[src/rtl/afrc_pkg.sv]
// Shared types and constants for the audio frame rate changer.
// Used by afrc_lane, afrc_dpath, afrc_ctrl and the top level; depends on nothing.
`default_nettype none

package afrc_pkg;

    localparam int FACTOR_W = 6;
    localparam int CNT_W    = 6;
    localparam int ADDR_W   = 4;
    localparam int DATA_W   = 32;

    // Largest rate change factor; a register write keeps only the low FACTOR_W bits of pwdata.
    localparam logic [FACTOR_W-1:0] MAX_FACTOR = 6'd63;

    // Register indexes (byte address is 4 * index)
    localparam logic [1:0] REG_MODE     = 2'd0;
    localparam logic [1:0] REG_FACTOR   = 2'd1;
    localparam logic [1:0] REG_CHANNELS = 2'd2;

    // Mode register values
    localparam logic MODE_DECIMATE    = 1'b0;
    localparam logic MODE_INTERPOLATE = 1'b1;

    // Source of an emitted frame
    typedef logic [1:0] t_emit_sel;
    localparam t_emit_sel EMIT_HELD   = 2'd0;
    localparam t_emit_sel EMIT_INTERP = 2'd1;
    localparam t_emit_sel EMIT_CUR    = 2'd2;

    // Controller to datapath
    typedef struct packed {
        logic      accept;
        logic      div_load;
        logic      div_step;
        logic      base_latch;
        logic      interp_step;
        logic      emit;
        t_emit_sel emit_sel;
        logic      emit_last;
        logic      store;
        logic      clear;
    } t_cmd;

    // Datapath to controller
    typedef struct packed {
        logic                mode;
        logic                pass;
        logic                eos;
        logic                have;
        logic [FACTOR_W-1:0] f;
        logic                out_free;
    } t_stat;

endpackage

`default_nettype wire

[src/rtl/afrc_lane.sv]
// One channel of the interpolator: restoring divider (one quotient bit per cycle)
// and the quotient/remainder accumulator that steps through j = 1 .. factor-1.
// Depends on afrc_pkg.
`default_nettype none

module afrc_lane #(
    parameter int SAMPLE_BITS = 32
) (
    input  wire logic                          i_clk,
    input  wire logic                          i_rst_n,
    input  wire afrc_pkg::t_cmd                i_cmd,
    input  wire logic [afrc_pkg::FACTOR_W-1:0] i_f,
    input  wire logic signed [SAMPLE_BITS-1:0] i_cur,
    input  wire logic signed [SAMPLE_BITS-1:0] i_held,
    output logic signed [SAMPLE_BITS-1:0]      o_interp
);

    localparam int DW = SAMPLE_BITS + 1;
    localparam int XW = SAMPLE_BITS + 2;
    localparam int FW = afrc_pkg::FACTOR_W;

    logic                 r_neg;
    logic [DW-1:0]        r_dq;     // dividend, then quotient, then running quotient
    logic [FW-1:0]        r_rem;
    logic [DW-1:0]        r_q0;
    logic [FW-1:0]        r_r0;

    logic signed [DW-1:0] diff;
    logic [DW-1:0]        mag;
    logic [FW:0]          div_try;
    logic [FW:0]          div_sub;
    logic                 div_ge;
    logic [FW-1:0]        n_rem_div;
    logic [FW:0]          acc_sum;
    logic [FW:0]          acc_sub;
    logic                 acc_carry;
    logic [FW-1:0]        n_rem_acc;
    logic [DW-1:0]        n_dq_acc;
    logic signed [XW-1:0] held_x;
    logic signed [XW-1:0] acc_x;
    logic signed [XW-1:0] val;

    assign diff = DW'(i_cur) - DW'(i_held);
    assign mag  = diff[DW-1] ? $unsigned(-diff) : $unsigned(diff);

    // Restoring division step: shift in the next dividend bit
    assign div_try   = {r_rem, r_dq[DW-1]};
    assign div_sub   = div_try - {1'b0, i_f};
    assign div_ge    = div_try >= {1'b0, i_f};
    assign n_rem_div = div_ge ? div_sub[FW-1:0] : div_try[FW-1:0];

    // floor(|d|*(j+1)/f) = floor(|d|*j/f) + q0 + carry of the remainder sum
    assign acc_sum   = {1'b0, r_rem} + {1'b0, r_r0};
    assign acc_sub   = acc_sum - {1'b0, i_f};
    assign acc_carry = acc_sum >= {1'b0, i_f};
    assign n_rem_acc = acc_carry ? acc_sub[FW-1:0] : acc_sum[FW-1:0];
    assign n_dq_acc  = r_dq + r_q0 + DW'(acc_carry);

    always_ff @(posedge i_clk) begin
        if (i_cmd.div_load) begin
            r_neg <= diff[DW-1];
            r_dq  <= mag;
            r_rem <= '0;
        end else if (i_cmd.div_step) begin
            r_dq  <= {r_dq[DW-2:0], div_ge};
            r_rem <= n_rem_div;
        end else if (i_cmd.interp_step) begin
            r_dq  <= n_dq_acc;
            r_rem <= n_rem_acc;
        end
        if (i_cmd.base_latch) begin
            r_q0 <= r_dq;
            r_r0 <= r_rem;
        end
    end

    // Truncation toward zero: apply the sign to the magnitude quotient
    assign held_x   = XW'(i_held);
    assign acc_x    = signed'({1'b0, r_dq});
    assign val      = r_neg ? (held_x - acc_x) : (held_x + acc_x);
    assign o_interp = val[SAMPLE_BITS-1:0];

    a_rem_below_factor: assert property (@(posedge i_clk) disable iff (!i_rst_n)
        $past(i_cmd.div_step || i_cmd.interp_step) |-> r_rem < i_f)
        else $error("lane remainder not below factor");

    a_base_rem_below_factor: assert property (@(posedge i_clk) disable iff (!i_rst_n)
        $past(i_cmd.base_latch) |-> r_r0 < i_f)
        else $error("divider remainder not below factor");

    a_acc_step: assert property (@(posedge i_clk) disable iff (!i_rst_n)
        $past(i_cmd.interp_step) |->
            (DW'(r_dq - $past(r_dq)) == r_q0) || (DW'(r_dq - $past(r_dq)) == DW'(r_q0 + 1'b1)))
        else $error("interpolation accumulator stepped wrong");

endmodule

`default_nettype wire

[src/rtl/afrc_dpath.sv]
// Datapath: input latch, stored frame, decimation phase, two interpolation
// lanes and the output register. Driven by afrc_ctrl; depends on afrc_pkg, afrc_lane.
`default_nettype none

module afrc_dpath #(
    parameter int SAMPLE_BITS = 32
) (
    input  wire logic                          i_clk,
    input  wire logic                          i_rst_n,
    input  wire afrc_pkg::t_cmd                i_cmd,
    output afrc_pkg::t_stat                    o_stat,
    input  wire logic                          i_cfg_mode,
    input  wire logic [afrc_pkg::FACTOR_W-1:0] i_cfg_factor,
    input  wire logic [1:0]                    i_cfg_channels,
    input  wire logic [31:0]                   i_sample_left,
    input  wire logic [31:0]                   i_sample_right,
    input  wire logic                          i_end_of_stream,
    input  wire logic                          i_out_stall,
    output logic                               o_out_valid,
    output logic [31:0]                        o_out_left,
    output logic [31:0]                        o_out_right,
    output logic                               o_run_last
);

    localparam int FW = afrc_pkg::FACTOR_W;

    logic                          r_mode;
    logic                          r_stereo;
    logic                          r_eos;
    logic                          r_pass;
    logic                          r_have;
    logic [FW-1:0]                 r_f;
    logic signed [SAMPLE_BITS-1:0] r_cur_l;
    logic signed [SAMPLE_BITS-1:0] r_cur_r;
    logic signed [SAMPLE_BITS-1:0] r_held_l;
    logic signed [SAMPLE_BITS-1:0] r_held_r;
    logic                          r_have_held;
    logic [FW-1:0]                 r_phase;
    logic                          r_out_valid;
    logic signed [SAMPLE_BITS-1:0] r_out_left;
    logic signed [SAMPLE_BITS-1:0] r_out_right;
    logic                          r_out_last;

    logic [FW-1:0]                 eff_f;
    logic [FW:0]                   phase_inc;
    logic [FW-1:0]                 n_phase;
    logic                          cfg_stereo;
    logic signed [SAMPLE_BITS-1:0] interp_l;
    logic signed [SAMPLE_BITS-1:0] interp_r;
    logic signed [SAMPLE_BITS-1:0] n_out_left;
    logic signed [SAMPLE_BITS-1:0] n_out_right;

    assign cfg_stereo = i_cfg_channels[1];

    always_comb begin
        if (i_cfg_factor == '0) begin
            eff_f = FW'(1);
        end else if (i_cfg_factor > afrc_pkg::MAX_FACTOR) begin
            eff_f = afrc_pkg::MAX_FACTOR;
        end else begin
            eff_f = i_cfg_factor;
        end
    end

    // Wrap the phase once phase+1 reaches the factor (also when it went past it)
    assign phase_inc = {1'b0, r_phase} + 1'b1;
    assign n_phase   = (phase_inc >= {1'b0, eff_f}) ? '0 : phase_inc[FW-1:0];

    // Snapshot of the item and of the settings it runs under
    always_ff @(posedge i_clk) begin
        if (i_cmd.accept) begin
            r_mode   <= i_cfg_mode;
            r_stereo <= cfg_stereo;
            r_eos    <= i_end_of_stream;
            r_f      <= eff_f;
            r_pass   <= (r_phase == '0);
            r_have   <= r_have_held;
            r_cur_l  <= i_sample_left[SAMPLE_BITS-1:0];
            r_cur_r  <= cfg_stereo ? i_sample_right[SAMPLE_BITS-1:0] : '0;
        end
    end

    always_ff @(posedge i_clk) begin
        if (!i_rst_n) begin
            r_have_held <= 1'b0;
            r_phase     <= '0;
            r_held_l    <= '0;
            r_held_r    <= '0;
        end else if (i_cmd.clear) begin
            r_have_held <= 1'b0;
            r_phase     <= '0;
            r_held_l    <= '0;
            r_held_r    <= '0;
        end else begin
            if (i_cmd.accept && (i_cfg_mode == afrc_pkg::MODE_DECIMATE)) begin
                r_phase <= n_phase;
            end
            if (i_cmd.store) begin
                r_held_l    <= r_cur_l;
                r_held_r    <= r_cur_r;
                r_have_held <= 1'b1;
            end
        end
    end

    afrc_lane #(.SAMPLE_BITS(SAMPLE_BITS)) u_lane_l (
        .i_clk    (i_clk),
        .i_rst_n  (i_rst_n),
        .i_cmd    (i_cmd),
        .i_f      (r_f),
        .i_cur    (r_cur_l),
        .i_held   (r_held_l),
        .o_interp (interp_l)
    );

    afrc_lane #(.SAMPLE_BITS(SAMPLE_BITS)) u_lane_r (
        .i_clk    (i_clk),
        .i_rst_n  (i_rst_n),
        .i_cmd    (i_cmd),
        .i_f      (r_f),
        .i_cur    (r_cur_r),
        .i_held   (r_held_r),
        .o_interp (interp_r)
    );

    always_comb begin
        case (i_cmd.emit_sel)
            afrc_pkg::EMIT_HELD: begin
                n_out_left  = r_held_l;
                n_out_right = r_held_r;
            end
            afrc_pkg::EMIT_INTERP: begin
                n_out_left  = interp_l;
                n_out_right = interp_r;
            end
            default: begin
                n_out_left  = r_cur_l;
                n_out_right = r_cur_r;
            end
        endcase
    end

    // Output register: holds a finished item until the consumer takes it
    always_ff @(posedge i_clk) begin
        if (!i_rst_n) begin
            r_out_valid <= 1'b0;
        end else if (i_cmd.emit) begin
            r_out_valid <= 1'b1;
        end else if (!i_out_stall) begin
            r_out_valid <= 1'b0;
        end
    end

    always_ff @(posedge i_clk) begin
        if (i_cmd.emit) begin
            r_out_left  <= n_out_left;
            r_out_right <= r_stereo ? n_out_right : '0;
            r_out_last  <= i_cmd.emit_last;
        end
    end

    assign o_out_valid = r_out_valid;
    assign o_out_left  = 32'(r_out_left);
    assign o_out_right = 32'(r_out_right);
    assign o_run_last  = r_out_last;

    assign o_stat.mode     = r_mode;
    assign o_stat.pass     = r_pass;
    assign o_stat.eos      = r_eos;
    assign o_stat.have     = r_have;
    assign o_stat.f        = r_f;
    assign o_stat.out_free = !r_out_valid || !i_out_stall;

endmodule

`default_nettype wire

[src/rtl/afrc_ctrl.sv]
// Sequencer for one item at a time: decide, divide, emit the stored,
// interpolated and final frames. Talks to afrc_dpath through afrc_pkg::t_cmd/t_stat.
`default_nettype none

module afrc_ctrl #(
    parameter int SAMPLE_BITS = 32
) (
    input  wire logic            i_clk,
    input  wire logic            i_rst_n,
    input  wire logic            i_in_valid,
    output logic                 o_in_stall,
    input  wire afrc_pkg::t_stat i_stat,
    output afrc_pkg::t_cmd       o_cmd
);

    localparam int CW = afrc_pkg::CNT_W;
    localparam int FW = afrc_pkg::FACTOR_W;

    localparam logic [2:0] S_IDLE   = 3'd0;
    localparam logic [2:0] S_PREP   = 3'd1;
    localparam logic [2:0] S_DIV    = 3'd2;
    localparam logic [2:0] S_HELD   = 3'd3;
    localparam logic [2:0] S_INTERP = 3'd4;
    localparam logic [2:0] S_CUR    = 3'd5;

    // SAMPLE_BITS+1 division steps: counter runs 0 .. SAMPLE_BITS
    localparam logic [CW-1:0] DIV_LAST = CW'(SAMPLE_BITS);

    logic [2:0]    r_state;
    logic [2:0]    n_state;
    logic [CW-1:0] r_cnt;
    logic [CW-1:0] n_cnt;
    logic [CW-1:0] cnt_inc;
    logic          f_one;
    logic          j_last;

    assign cnt_inc = r_cnt + 1'b1;
    assign f_one   = (i_stat.f == FW'(1));
    assign j_last  = (cnt_inc == i_stat.f);

    always_comb begin
        o_cmd   = '0;
        n_state = r_state;
        n_cnt   = r_cnt;
        unique case (r_state)
            S_IDLE: begin
                if (i_in_valid) begin
                    o_cmd.accept = 1'b1;
                    n_state      = S_PREP;
                end
            end
            S_PREP: begin
                if (i_stat.mode == afrc_pkg::MODE_DECIMATE) begin
                    if (i_stat.pass) begin
                        n_state = S_CUR;
                    end else begin
                        o_cmd.clear = i_stat.eos;
                        n_state     = S_IDLE;
                    end
                end else if (i_stat.have) begin
                    o_cmd.div_load = 1'b1;
                    n_cnt          = '0;
                    n_state        = S_DIV;
                end else begin
                    o_cmd.store = 1'b1;
                    n_state     = i_stat.eos ? S_CUR : S_IDLE;
                end
            end
            S_DIV: begin
                o_cmd.div_step = 1'b1;
                n_cnt          = cnt_inc;
                if (r_cnt == DIV_LAST) begin
                    n_state = S_HELD;
                end
            end
            S_HELD: begin
                o_cmd.base_latch = 1'b1;
                if (i_stat.out_free) begin
                    o_cmd.emit      = 1'b1;
                    o_cmd.emit_sel  = afrc_pkg::EMIT_HELD;
                    o_cmd.emit_last = f_one && !i_stat.eos;
                    if (f_one) begin
                        o_cmd.store = 1'b1;
                        n_state     = i_stat.eos ? S_CUR : S_IDLE;
                    end else begin
                        n_cnt   = CW'(1);
                        n_state = S_INTERP;
                    end
                end
            end
            S_INTERP: begin
                if (i_stat.out_free) begin
                    o_cmd.emit        = 1'b1;
                    o_cmd.emit_sel    = afrc_pkg::EMIT_INTERP;
                    o_cmd.emit_last   = j_last && !i_stat.eos;
                    o_cmd.interp_step = 1'b1;
                    if (j_last) begin
                        o_cmd.store = 1'b1;
                        n_state     = i_stat.eos ? S_CUR : S_IDLE;
                    end else begin
                        n_cnt = cnt_inc;
                    end
                end
            end
            S_CUR: begin
                if (i_stat.out_free) begin
                    o_cmd.emit      = 1'b1;
                    o_cmd.emit_sel  = afrc_pkg::EMIT_CUR;
                    o_cmd.emit_last = 1'b1;
                    o_cmd.clear     = i_stat.eos;
                    n_state         = S_IDLE;
                end
            end
            default: begin
                n_state = S_IDLE;
            end
        endcase
    end

    always_ff @(posedge i_clk) begin
        if (!i_rst_n) begin
            r_state <= S_IDLE;
            r_cnt   <= '0;
        end else begin
            r_state <= n_state;
            r_cnt   <= n_cnt;
        end
    end

    assign o_in_stall = (r_state != S_IDLE);

    a_emit_needs_room: assert property (@(posedge i_clk) disable iff (!i_rst_n)
        o_cmd.emit |-> i_stat.out_free)
        else $error("frame emitted into a full output register");

    a_div_count: assert property (@(posedge i_clk) disable iff (!i_rst_n)
        r_state == S_DIV |-> r_cnt <= DIV_LAST)
        else $error("division ran past its step count");

    a_interp_index: assert property (@(posedge i_clk) disable iff (!i_rst_n)
        r_state == S_INTERP |-> (r_cnt != '0) && (r_cnt < i_stat.f))
        else $error("interpolation index out of range");

endmodule

`default_nettype wire

[src/rtl/audio_frame_rate_changer.sv]
// Audio frame rate changer: decimates by keeping every factor-th frame, or upsamples by
// linear interpolation between stored and current frame, one or two channels per item.
// Items are handled one at a time. A decimate-mode item is accepted and decided, and a
// passed frame is then emitted. An interpolate-mode item with no stored frame is stored
// (and emitted at end of stream). An interpolate-mode item with a stored frame runs the
// one-bit-per-cycle restoring divider that forms (cur-prev)/factor, then emits the stored
// frame, the interpolated frames and any end-of-stream frame, one per cycle unless the
// output stalls. The output register lets the next item enter while the last frame waits.
// Configuration is an APB-style port at byte addresses 0 (mode), 4 (factor), 8 (channels).
// Depends on afrc_pkg, afrc_ctrl, afrc_dpath, afrc_lane.
`default_nettype none

module audio_frame_rate_changer #(
    parameter int SAMPLE_BITS = 32
) (
    input  wire logic                        i_clk,
    input  wire logic                        i_rst_n,
    input  wire logic                        psel,
    input  wire logic                        penable,
    input  wire logic                        pwrite,
    input  wire logic [afrc_pkg::ADDR_W-1:0] paddr,
    input  wire logic [afrc_pkg::DATA_W-1:0] pwdata,
    output logic [afrc_pkg::DATA_W-1:0]      prdata,
    output logic                             pready,
    input  wire logic                        i_in_valid,
    output logic                             o_in_stall,
    input  wire logic [31:0]                 i_sample_left,
    input  wire logic [31:0]                 i_sample_right,
    input  wire logic                        i_end_of_stream,
    output logic                             o_out_valid,
    input  wire logic                        i_out_stall,
    output logic [31:0]                      o_out_left,
    output logic [31:0]                      o_out_right,
    output logic                             o_run_last
);

    localparam int FW = afrc_pkg::FACTOR_W;
    localparam int DW = afrc_pkg::DATA_W;

    logic            r_mode;
    logic [FW-1:0]   r_factor;
    logic [1:0]      r_channels;
    logic            cfg_wr;
    logic [FW-1:0]   wr_factor;
    afrc_pkg::t_cmd  cmd;
    afrc_pkg::t_stat stat;

    assign pready    = 1'b1;
    assign cfg_wr    = psel && penable && pwrite;
    assign wr_factor = (pwdata[FW-1:0] > afrc_pkg::MAX_FACTOR) ? afrc_pkg::MAX_FACTOR
                                                               : pwdata[FW-1:0];

    always_ff @(posedge i_clk) begin
        if (!i_rst_n) begin
            r_mode     <= afrc_pkg::MODE_DECIMATE;
            r_factor   <= FW'(1);
            r_channels <= 2'd1;
        end else if (cfg_wr) begin
            unique case (paddr[3:2])
                afrc_pkg::REG_MODE:     r_mode     <= pwdata[0];
                afrc_pkg::REG_FACTOR:   r_factor   <= wr_factor;
                afrc_pkg::REG_CHANNELS: r_channels <= pwdata[1:0];
                default: ;
            endcase
        end
    end

    always_comb begin
        unique case (paddr[3:2])
            afrc_pkg::REG_MODE:     prdata = DW'(r_mode);
            afrc_pkg::REG_FACTOR:   prdata = DW'(r_factor);
            afrc_pkg::REG_CHANNELS: prdata = DW'(r_channels);
            default:                prdata = '0;
        endcase
    end

    afrc_ctrl #(.SAMPLE_BITS(SAMPLE_BITS)) u_ctrl (
        .i_clk      (i_clk),
        .i_rst_n    (i_rst_n),
        .i_in_valid (i_in_valid),
        .o_in_stall (o_in_stall),
        .i_stat     (stat),
        .o_cmd      (cmd)
    );

    afrc_dpath #(.SAMPLE_BITS(SAMPLE_BITS)) u_dpath (
        .i_clk           (i_clk),
        .i_rst_n         (i_rst_n),
        .i_cmd           (cmd),
        .o_stat          (stat),
        .i_cfg_mode      (r_mode),
        .i_cfg_factor    (r_factor),
        .i_cfg_channels  (r_channels),
        .i_sample_left   (i_sample_left),
        .i_sample_right  (i_sample_right),
        .i_end_of_stream (i_end_of_stream),
        .i_out_stall     (i_out_stall),
        .o_out_valid     (o_out_valid),
        .o_out_left      (o_out_left),
        .o_out_right     (o_out_right),
        .o_run_last      (o_run_last)
    );

endmodule

`default_nettype wire
[config.mk]
export PLATFORM = sky130hd
export DESIGN_NAME = audio_frame_rate_changer
export DESIGN_NICKNAME = d
export VERILOG_FILES = /design/src/rtl/afrc_pkg.sv /design/src/rtl/afrc_lane.sv /design/src/rtl/afrc_dpath.sv /design/src/rtl/afrc_ctrl.sv /design/src/rtl/audio_frame_rate_changer.sv
export SDC_FILE = /design/constraint.sdc
export NUM_CORES = 1
export LEC_CHECK = 0
export BUFFER_PORTS_ARGS = -buffer_cell sky130_fd_sc_hd__buf_2
export CORE_MARGIN = 2
export CORE_UTILIZATION = 46
export DETAILED_ROUTE_END_ITERATION = 10
export PLACE_DENSITY = 0.67
export SETUP_SLACK_MARGIN = 0.05
export SYNTH_ARGS = -nofsm -noshare
export SYNTH_HDL_FRONTEND = slang
export SYNTH_SLANG_ARGS = --single-unit
[constraint.sdc]
create_clock -name i_clk -period 6 [get_ports i_clk]
set_clock_uncertainty 0.15 [all_clocks]
set_input_delay 1.2 -clock i_clk [delete_from_list [all_inputs] [get_ports i_clk]]
set_output_delay 1.2 -clock i_clk [all_outputs]
set_load 0.1 [all_outputs]
Word level (Yosys, flattened, before mapping)
Cells that the tools add are included.
- add/sub/neg operators: 20
- order comparisons: 7
- equality and inequality tests: 22
- muxes and demuxes: 67
- bitwise gates (word level): 2
- reduce and logical (&&, ||, !) cells: 24
- operators with widths (operator ; count):
    two-way mux 33 bit ; 8
    one-hot mux 32 bit (2 select lines) ; 2
    two-way mux 6 bit ; 19
    adder 33 x 1 -> 33 bit ; 2
    adder 33 bit ; 2
    negator 33 bit ; 2
    subtractor 32 x 32 -> 33 bit ; 2
    adder 32 bit ; 2
    two-way mux 32 bit ; 2
    subtractor 32 bit ; 2
    >= comparator 7 x 6 -> 1 bit ; 5
    two-way mux 3 bit ; 11
    one-hot mux 6 bit (4 select lines) ; 1
    subtractor 6 bit ; 4
    one-hot mux 3 bit (6 select lines) ; 1
    one-hot mux 6 bit (3 select lines) ; 1
    two-way mux 1 bit ; 17
    adder 6 x 6 -> 7 bit ; 2
    > comparator 6 bit (second input constant) ; 2
    logical NOT 6 bit ; 2
    != test 2 bit (second input constant) ; 6
    one-hot mux 4 bit (3 select lines) ; 1
    != test 2 x 1 -> 1 bit (second input constant) ; 5
    adder 6 x 1 -> 7 bit (second input constant) ; 1
    other kinds (26) ; 40
- register bits: 388
- input port bits: 108
- output and inout bits: 100
- word-level logic and storage cells: 173

Logic depth before layout (Yosys ltp)
Gate-level depths: netlist of run 1.
- word-level depth: 8
- depth in mapped cells: 25
- mapped depth without buffers: 25

Modules after synthesis
From an unflattened synthesis of run 1, not the netlist that was laid out.
- cells, all modules: 3484
- area, all modules: 31305.0 um2
- by module, submodules not included (module ; times used ; cells an instance ; area an instance (um2) ; sequential area each (um2)):
    afrc_lane (u_dpath.u_lane_r) ; 1 ; 1285 ; 10473.8 ; 2312.2
    afrc_lane (u_dpath.u_lane_l) ; 1 ; 1280 ; 10395.0 ; 2312.2
    afrc_dpath ; 1 ; 719 ; 8868.5 ; 5645.4
    afrc_ctrl ; 1 ; 123 ; 908.4 ; 180.2
    audio_frame_rate_changer ; 1 ; 77 ; 659.4 ; 180.2

Worst setup path after synthesis of run 1
OpenSTA, ideal clock, no wires.
- path type: register -> register
- start point: register u_ctrl.r_state[1]
- end point: register u_dpath.r_out_left[0], in the netlist u_dpath.o_out_left[0], enable pin
- library setup time: 0.509 ns
- data arrival time: 5.913 ns
- data required time: 5.341 ns
- setup slack: -0.572 ns
- stages on the path, launching flop included: 8
- path buffers: 1
- clock period less this slack: 6.572 ns
- cell sequence: dfxtp_1 > clkbuf_1 > inv_1 > nor2_1 > nand2_1 > inv_1 > nor2_1 > a21oi_1
- RTL lines (element ; line ; RTL):
    start: declaration ; afrc_ctrl.sv:29 ; logic [2:0] r_state;
    start signal: assignment ; afrc_ctrl.sv:125 ; r_state <= n_state;
    end signal: assignment ; afrc_dpath.sv:156 ; r_out_left <= n_out_left;
    end: declaration ; afrc_dpath.sv:40 ; logic signed [SAMPLE_BITS-1:0] r_out_left;

Final worst setup path of run 1
- start point: register u_dpath.u_lane_r.r_dq[6]
- end point: register u_dpath.r_out_right[30], in the netlist u_dpath.o_out_right[30], data pin
- word-level cells in the longest chain between the ends: 3
- elaborated cells on any way between the ends: 4
- classes of those cells: add/sub: 2; mux: 2
- ends and longest elaborated chain (element ; line ; RTL):
    start: declaration ; afrc_lane.sv:23 ; logic [DW-1:0] r_dq;
    start signal: assignment ; afrc_lane.sv:62 ; r_dq <= mag;
    start signal: assignment ; afrc_lane.sv:65 ; r_dq <= {r_dq[DW-2:0], div_ge};
    start signal: assignment ; afrc_lane.sv:68 ; r_dq <= n_dq_acc;
    adder 32 bit or subtractor 32 bit (tied branches) ; afrc_lane.sv:80 ; assign val = r_neg ? (held_x - acc_x) : (held_x + acc_x);
    two-way mux 32 bit (*) ; afrc_lane.sv:80 ;
    one-hot mux 32 bit (2 select lines) (*) ; afrc_dpath.sv:127 ; case (i_cmd.emit_sel)
    end signal: assignment ; afrc_dpath.sv:157 ; r_out_right <= r_stereo ? n_out_right : '0;
    end: declaration ; afrc_dpath.sv:41 ; logic signed [SAMPLE_BITS-1:0] r_out_right;
Mark *: on every way between the ends. The rest lies on a longest branch, timed or not.
A chain may end at the register's enable or synchronous reset.

==> results of run 1 <==
-- area by class of cell --
| cell class | instances | area [um^2] | share of cell area |
|---|---|---|---|
| multi-input combinational | 2766 | 18400 | 0.552 |
| tap | 864 | 1080 | 0.0324 |
| inverter | 187 | 704 | 0.0211 |
| clock buffer | 57 | 1220 | 0.0366 |
| timing repair buffer | 198 | 1120 | 0.0335 |
| clock inverter | 20 | 204 | 0.00611 |
| sequential | 388 | 10600 | 0.318 |
-- what timing repair did --
action	in CTS	in global routing
hold endpoints to repair	0	0
setup buffers	0	0
gates resized for setup	0	15
endpoints found under the setup margin	0	20
-- worst reg2reg max path, delay by kind of cell (launching register included) --
family | cells | cell delay [ns]
AO/OA/AOI/OAI | 7 | 1.64
flip-flops | 1 | 0.52
XOR/XNOR | 1 | 0.44
AND/OR/NAND/NOR | 5 | 2.04
multiplexers | 1 | 0.22
adder cells (fa/ha/maj) | 1 | 0.39
-- flip-flops by register name, summed over array words and instances, names as in the netlist, 33 cells and up --
| register | count |
|---|---|
| u_dpath.u_lane_r.r_dq | 33 |
| u_dpath.u_lane_r.r_q0 | 33 |
| u_dpath.u_lane_l.r_dq | 33 |
| u_dpath.u_lane_l.r_q0 | 33 |
-- where the power goes --
part | switching (mW) | internal [mW]
combinational | 3.01 | 1.84
clock | 1.13 | 1.60
sequential | 0.307 | 3.25
total | 4.45 | 6.68
-- worst max-delay path by stage --
| stage | startpoint | end | cells after the start |
|---|---|---|---|
| after global routing | u_dpath.u_lane_r.r_rem[0]$_SDFFE_PP0P_ | u_dpath.u_lane_r.r_dq[28]$_DFFE_PP_ | 27 |
| after CTS | u_dpath.u_lane_r.r_rem[0]$_SDFFE_PP0P_ | u_dpath.u_lane_r.r_dq[28]$_DFFE_PP_ | 27 |
| after floorplan | u_dpath.u_lane_l.r_rem[0]$_SDFFE_PP0P_ | u_dpath.u_lane_l.r_dq[32]$_DFFE_PP_ | 25 |
| final | u_dpath.u_lane_r.r_dq[6]$_DFFE_PP_ | u_dpath.o_out_right[30]$_SDFFCE_PN0P_ | 15 |
| after detailed placement | u_dpath.u_lane_r.r_rem[0]$_SDFFE_PP0P_ | u_dpath.u_lane_r.r_dq[28]$_DFFE_PP_ | 27 |
| after global placement | u_dpath.u_lane_r.r_rem[0]$_SDFFE_PP0P_ | u_dpath.u_lane_r.r_dq[24]$_DFFE_PP_ | 27 |
-- per-layer routing --
metal  track usage  vias to the layer above  share of wire
li1              -                    12800              -
met1         0.395                    12400           0.50
met2         0.328                      928           0.39
met3        0.0484                       93          0.091
met4        0.0489                        0          0.017
met5             0                        -              0
-- metrics by stage --
| stage | util | setup slack, ns |
|---|---|---|
| global placement | 0.487 | 0.256 |
| finish | 0.510 | 0.392 |
| floorplan | - | 0.582 |
| CTS | 0.509 | 0.148 |
| detailed placement | 0.487 | 0.204 |
| global route | 0.510 | 0.0404 |
-- placed cells by master (no fill, tap or decap), types with 70 or more instances in the layout --
cell,Yosys,routed
a21oi_1,372,369
xnor2_1,199,199
inv_1,184,182
nor3_1,71,70
a211oi_1,77,75
ha_1,238,238
edfxtp_1,286,286
o21ai_0,156,153
a21o_1,102,102
buf_2,7,152
nor2_1,296,292
nand2_1,359,357
dfxtp_1,102,99
xor2_1,99,99
-- logic make-up (layout without fill, tap and decap cells) --
kind of cell,after synthesis,count (layout),synth area share
buffers and inverters,351,462,0.0471
adders and majority gates,252,252,0.108
and+or+nand+nor,1097,1097,0.172
muxes,38,38,0.0128
AOI/OAI and AO/OA,1054,1054,0.223
DFF,388,388,0.351
xor gates and xnor gates,298,298,0.0862
other,2,27,0.000248
==> metrics.yaml, run 1 <==
sta:
  setup_violations: 0
  drv_slew: 0
  fin_hold_ws_ns: 0.286
  timing.final.hold_violations: 0
  period_minus_slack_ns: 5.61
  tightest_slew_ns: 1.08
  timing.fmax_ghz: 0.178
  fin_crit_sh: 0.935
  slew_headroom: 0.275
  grt_setup_unrepaired: "yes"
  setup_tns_ns: 0
logic_synthesis:
  yosysMostFrequentCell: "a21oi_1"
  synth_cells: 3480
  synth.top_cell.area_share: 0.283
  synth_flop_cell: "edfxtp_1"
  ys_ff_latch: 388
  synthArstFlopShare: 0
  synth_area_leaders: "edfxtp_1 (28%), ha_1 (9.8%), dfxtp_1 (6.7%)"
  yosysSeqAreaShare: 0.351
  synth_common_cells: "a21oi_1 (372), nand2_1 (359), nor2_1 (296)"
  avgSynthCellArea_um2: 8.71
  synth_warnings: 0
  yosysTopAreaCell: "edfxtp_1"
  synthDistinctLibCells: 88
  synth_edf_count: 286
  netlist_area_um2: 30300
setup_path:
  worstSetupPathType: "flip-flop to flip-flop"
  r2r-start: "u_dpath.u_lane_r.r_dq[6]$_DFFE_PP_"
  timing.rr.end: "u_dpath.o_out_right[30]$_SDFFCE_PN0P_"
  cpMostUsedCell: "a21o_1"
  cp.arrival_ns: 5.79
  endpoint_kind: "flip-flop"
  critical_path.top_delay_family: "simple AND/OR/NAND/NOR gates"
  crit_path_max_fanout: 7
  r2r_cells: 15
  cp-start-kind: "flip-flop"
  ff2ff_setup_slack_ns: 0.39
  cp.required_ns: 6.18
  crit_slowest_cell: "or4_1"
  path_buf_inv: 0
  max_stage_delay_ns: 0.63
  worstPathCellList: "or4_1 -> nor4_1 -> and2_1 -> a21oi_1 -> xnor2_1 -> ha_1 -> a21o_1 -> a21o_1 -> a21o_1 -> or4b_2 -> a31oi_1 -> o21ai_0 -> a211oi_1 -> mux2i_1 -> nor2_1"
floorplanning:
  io_pins: 208
  coreArea_um2: 65500
  die_w_um: 261
  dieArea_um2: 67900
  initial_utilization: 0.462
  fp.dieH_um: 261
  rows: 94
placed_design:
  place_area_um2: 31900
  place.gp.congestion: 0.901
  dp_hpwl_um: 62500
  io_buffers: 152
  dp.cells: 4403
power:
  powerDensity_nw_per_um2: 333
  ir_drop_v: 0.000267
  p_leak_nw: 13.0
  power_mw: 11.1
hold_path:
  hp-start: "u_dpath.r_have_held$_SDFFE_PP0P_"
  hold_depth: 0
  hp-class: "flip-flop to flip-flop"
  whs_endpoint: "u_dpath.r_have$_DFFE_PP_"
route:
  first_iter_violations: 2948
  wl_per_cell_um: 19.0
  drt_pre_antenna_iters: 5
  antenna_left: 0
  wirelength_um: 85000
  drcViolationCount: 0
  via_count: 26300
  drt-vias-per-instance: 5.86
cells_and_area:
  area_growth_pct: 10.2
  instances_no_fill: 4480
  fill_cells: 6110
  insertedDiodeCount: 0
  drive_gt1_frac: 0.0913
  fin_area_um2: 33400
  nets: 3943
global_route:
  grt_usage: 0.244
  antenna_found_initial: 2
  grt_pass1_vias: 23600
  grt_remaining_overflow: 0
  grt_max_degree: 81
  grt_pass1_wl_um: 132000
clock_network:
  ctsLongestPathBuffers: 3
  numCtsBuffers: 42
  cts_root_buf: "clkbuf_16"
  cts.sinks: 388
  tritoncts: "done"
  path_clk_slew_ns: 0.06
  cts_hold_buffers: 0
  clk_latency_ns: 0.59
  cts_max_level: 2
status:
  status: "complete, no violations"
flow_run:
  drv_cap: 0
Power figures use the tool's default switching activity.
==> run 2, diff against run 1 <==
--- a/config.mk
+++ b/config.mk
@@ -7,8 +7,10 @@
 export LEC_CHECK = 0
 export BUFFER_PORTS_ARGS = -buffer_cell sky130_fd_sc_hd__buf_2
+export CELL_PAD_IN_SITES_DETAIL_PLACEMENT = 1
+export CELL_PAD_IN_SITES_GLOBAL_PLACEMENT = 1
 export CORE_MARGIN = 2
-export CORE_UTILIZATION = 46
+export CORE_UTILIZATION = 43
 export DETAILED_ROUTE_END_ITERATION = 10
-export PLACE_DENSITY = 0.67
+export PLACE_DENSITY = 0.79
 export SETUP_SLACK_MARGIN = 0.05
 export SYNTH_ARGS = -nofsm -noshare
==> constraint.sdc (replaced) <==
create_clock -name i_clk -period 6 [get_ports i_clk]
set_clock_uncertainty 0.15 [all_clocks]
set_input_delay 0.6 -clock i_clk [delete_from_list [all_inputs] [get_ports i_clk]]
set_output_delay 0.6 -clock i_clk [all_outputs]
set_load 0.1 [all_outputs]
==> run 2 against run 1 <==
Count of clock-buffer cells in the layout down 3. Register-to-register slack better by 0.03 ns. Clock power about the same. Non-clock buffer count up 22. First-iteration DRC count down 32%. Fmax up 0.49%. Hold slack worse by 0.26 ns.
==> metrics.yaml, run 2 (synthesized netlist as in run 1, its figures left out) <==
status:
  status: "complete, no violations"
setup_path:
  cpMostUsedCell: "fa_1"
  cp.arrival_ns: 5.75
  crit_slowest_cell: "fa_1"
  cp-start-kind: "flip-flop"
  worstSetupPathType: "flip-flop to flip-flop"
  max_stage_delay_ns: 0.40
  cp.required_ns: 6.17
  critical_path.top_delay_family: "compound AO/OA/AOI/OAI gates"
  endpoint_kind: "flip-flop"
  path_buf_inv: 3
  crit_path_max_fanout: 5
global_route:
  grt_remaining_overflow: 0
  grt_pass1_wl_um: 155000
  antenna_found_initial: 3
  grt_max_degree: 66
  grt_usage: 0.266
  grt_pass1_vias: 27200
floorplanning:
  rows: 97
  io_pins: 208
  coreArea_um2: 69900
  dieArea_um2: 72600
  fp.dieH_um: 269
  die_w_um: 269
  initial_utilization: 0.433
sta:
  slew_headroom: 0.202
  tightest_slew_ns: 1.20
  drv_slew: 0
  timing.final.hold_violations: 0
  grt_setup_unrepaired: "no"
  setup_violations: 0
  fin_crit_sh: 0.930
  setup_tns_ns: 0
  fin_ws_ns: 0.419
  timing.fmax_ghz: 0.179
  period_minus_slack_ns: 5.58
power:
  powerDensity_nw_per_um2: 337
  p_leak_nw: 13.1
  intPower_mw: 6.64
  ir_drop_v: 0.000218
  power_switching_mw: 4.73
  p_comb_frac: 0.445
  p_seq_frac: 0.313
  switching_share: 0.416
  clockPowerShare: 0.242
route:
  drt_pre_antenna_iters: 6
  first_iter_violations: 2005
  antenna_left: 0
  via_count: 27400
  wirelength_um: 99500
  drt-vias-per-instance: 5.97
  drcViolationCount: 0
  wl_per_cell_um: 21.7
cells_and_area:
  final_cell_mix: "a21oi_1 (370), nand2_1 (357), nor2_1 (292), edfxtp_1 (286), ha_1 (238)"
  layout_commonest_cell: "a21oi_1"
  area_growth_pct: 11.3
  instances_no_fill: 4583
  insertedDiodeCount: 0
  drive_gt1_frac: 0.0939
  nets: 3967
clock_network:
  tritoncts: "done"
  path_clk_slew_ns: 0.06
  clk_latency_ns: 0.61
  cts.sinks: 388
  numCtsBuffers: 44
  cts_max_level: 2
  ctsLongestPathBuffers: 3
  cts_root_buf: "clkbuf_16"
placed_design:
  place_ws_ns: 0.103
  place.gp.congestion: 0.896
  io_buffers: 152
  dp_hpwl_um: 73700
  dp.cells: 4484
hold_path:
  hp-class: "input port to flip-flop"
flow_run:
  drv_cap: 0
[run 2: path summary, 6_finish.rpt]
kind | start | end | slack, ns | depth (start not counted)
hold / removal | i_sample_left[4] | u_dpath.r_cur_l[4]$_DFFE_PP_ | 0.02 | 1
setup reg to reg | u_dpath.u_lane_l.r_rem[0]$_SDFFE_PP0P_ | u_dpath.u_lane_l.r_dq[32]$_DFFE_PP_ | 0.42 | 26
setup / recovery | u_dpath.u_lane_l.r_rem[0]$_SDFFE_PP0P_ | u_dpath.u_lane_l.r_dq[32]$_DFFE_PP_ | 0.42 | 26
hold reg to reg | u_dpath.r_have_held$_SDFFE_PP0P_ | u_dpath.r_have$_DFFE_PP_ | 0.29 | 0
[run 2: routing by layer]
layer,track usage,part of all wire,vias up,wire [um]
li1,-,-,12900,-
met1,0.402,0.49,13500,48600
met2,0.394,0.42,843,41900
met3,0.0460,0.071,119,7090
met4,0.0573,0.018,4,1820
met5,0,0.00030,-,30
[run 2: what timing repair did]
item,CTS,global route
endpoints found under the hold margin,16,0
buffers inserted,0,1
endpoints found under the setup margin,0,19
hold buffers,16,0
resized for setup,0,22
[run 2: area by class of cell]
type                       instances  area (um^2)
sequential                       388        10600
timing repair buffer             220         1310
tap                              940         1180
fill                            8312        36200
multi-input combinational       2766        18500
clock buffer                      54         1140
clock inverter                    28          282
inverter                         187          704
[run 2: through the flow]
step           hold slack, ns  instance area (um^2)  power, mW   util
4_1_cts               0.00112                 33600       11.3  0.481
3_3_place_gp            0.266                 32100       8.38  0.459
5_1_grt               0.00842                 33700       12.1  0.482
3_5_place_dp            0.273                 32100       8.54  0.459
6_report               0.0242                 33700       11.4  0.482
2_1_floorplan           0.259                 30400       7.17      -
[run 2: power by group through the flow]
stage	combinational (mW)	sequential, mW	clock, mW
final	5.06	3.56	2.75
after global routing	5.57	3.59	2.89
after CTS	4.99	3.55	2.80
after detailed placement	4.93	3.60	0
after global placement	4.79	3.59	0
after floorplan	3.43	3.74	0
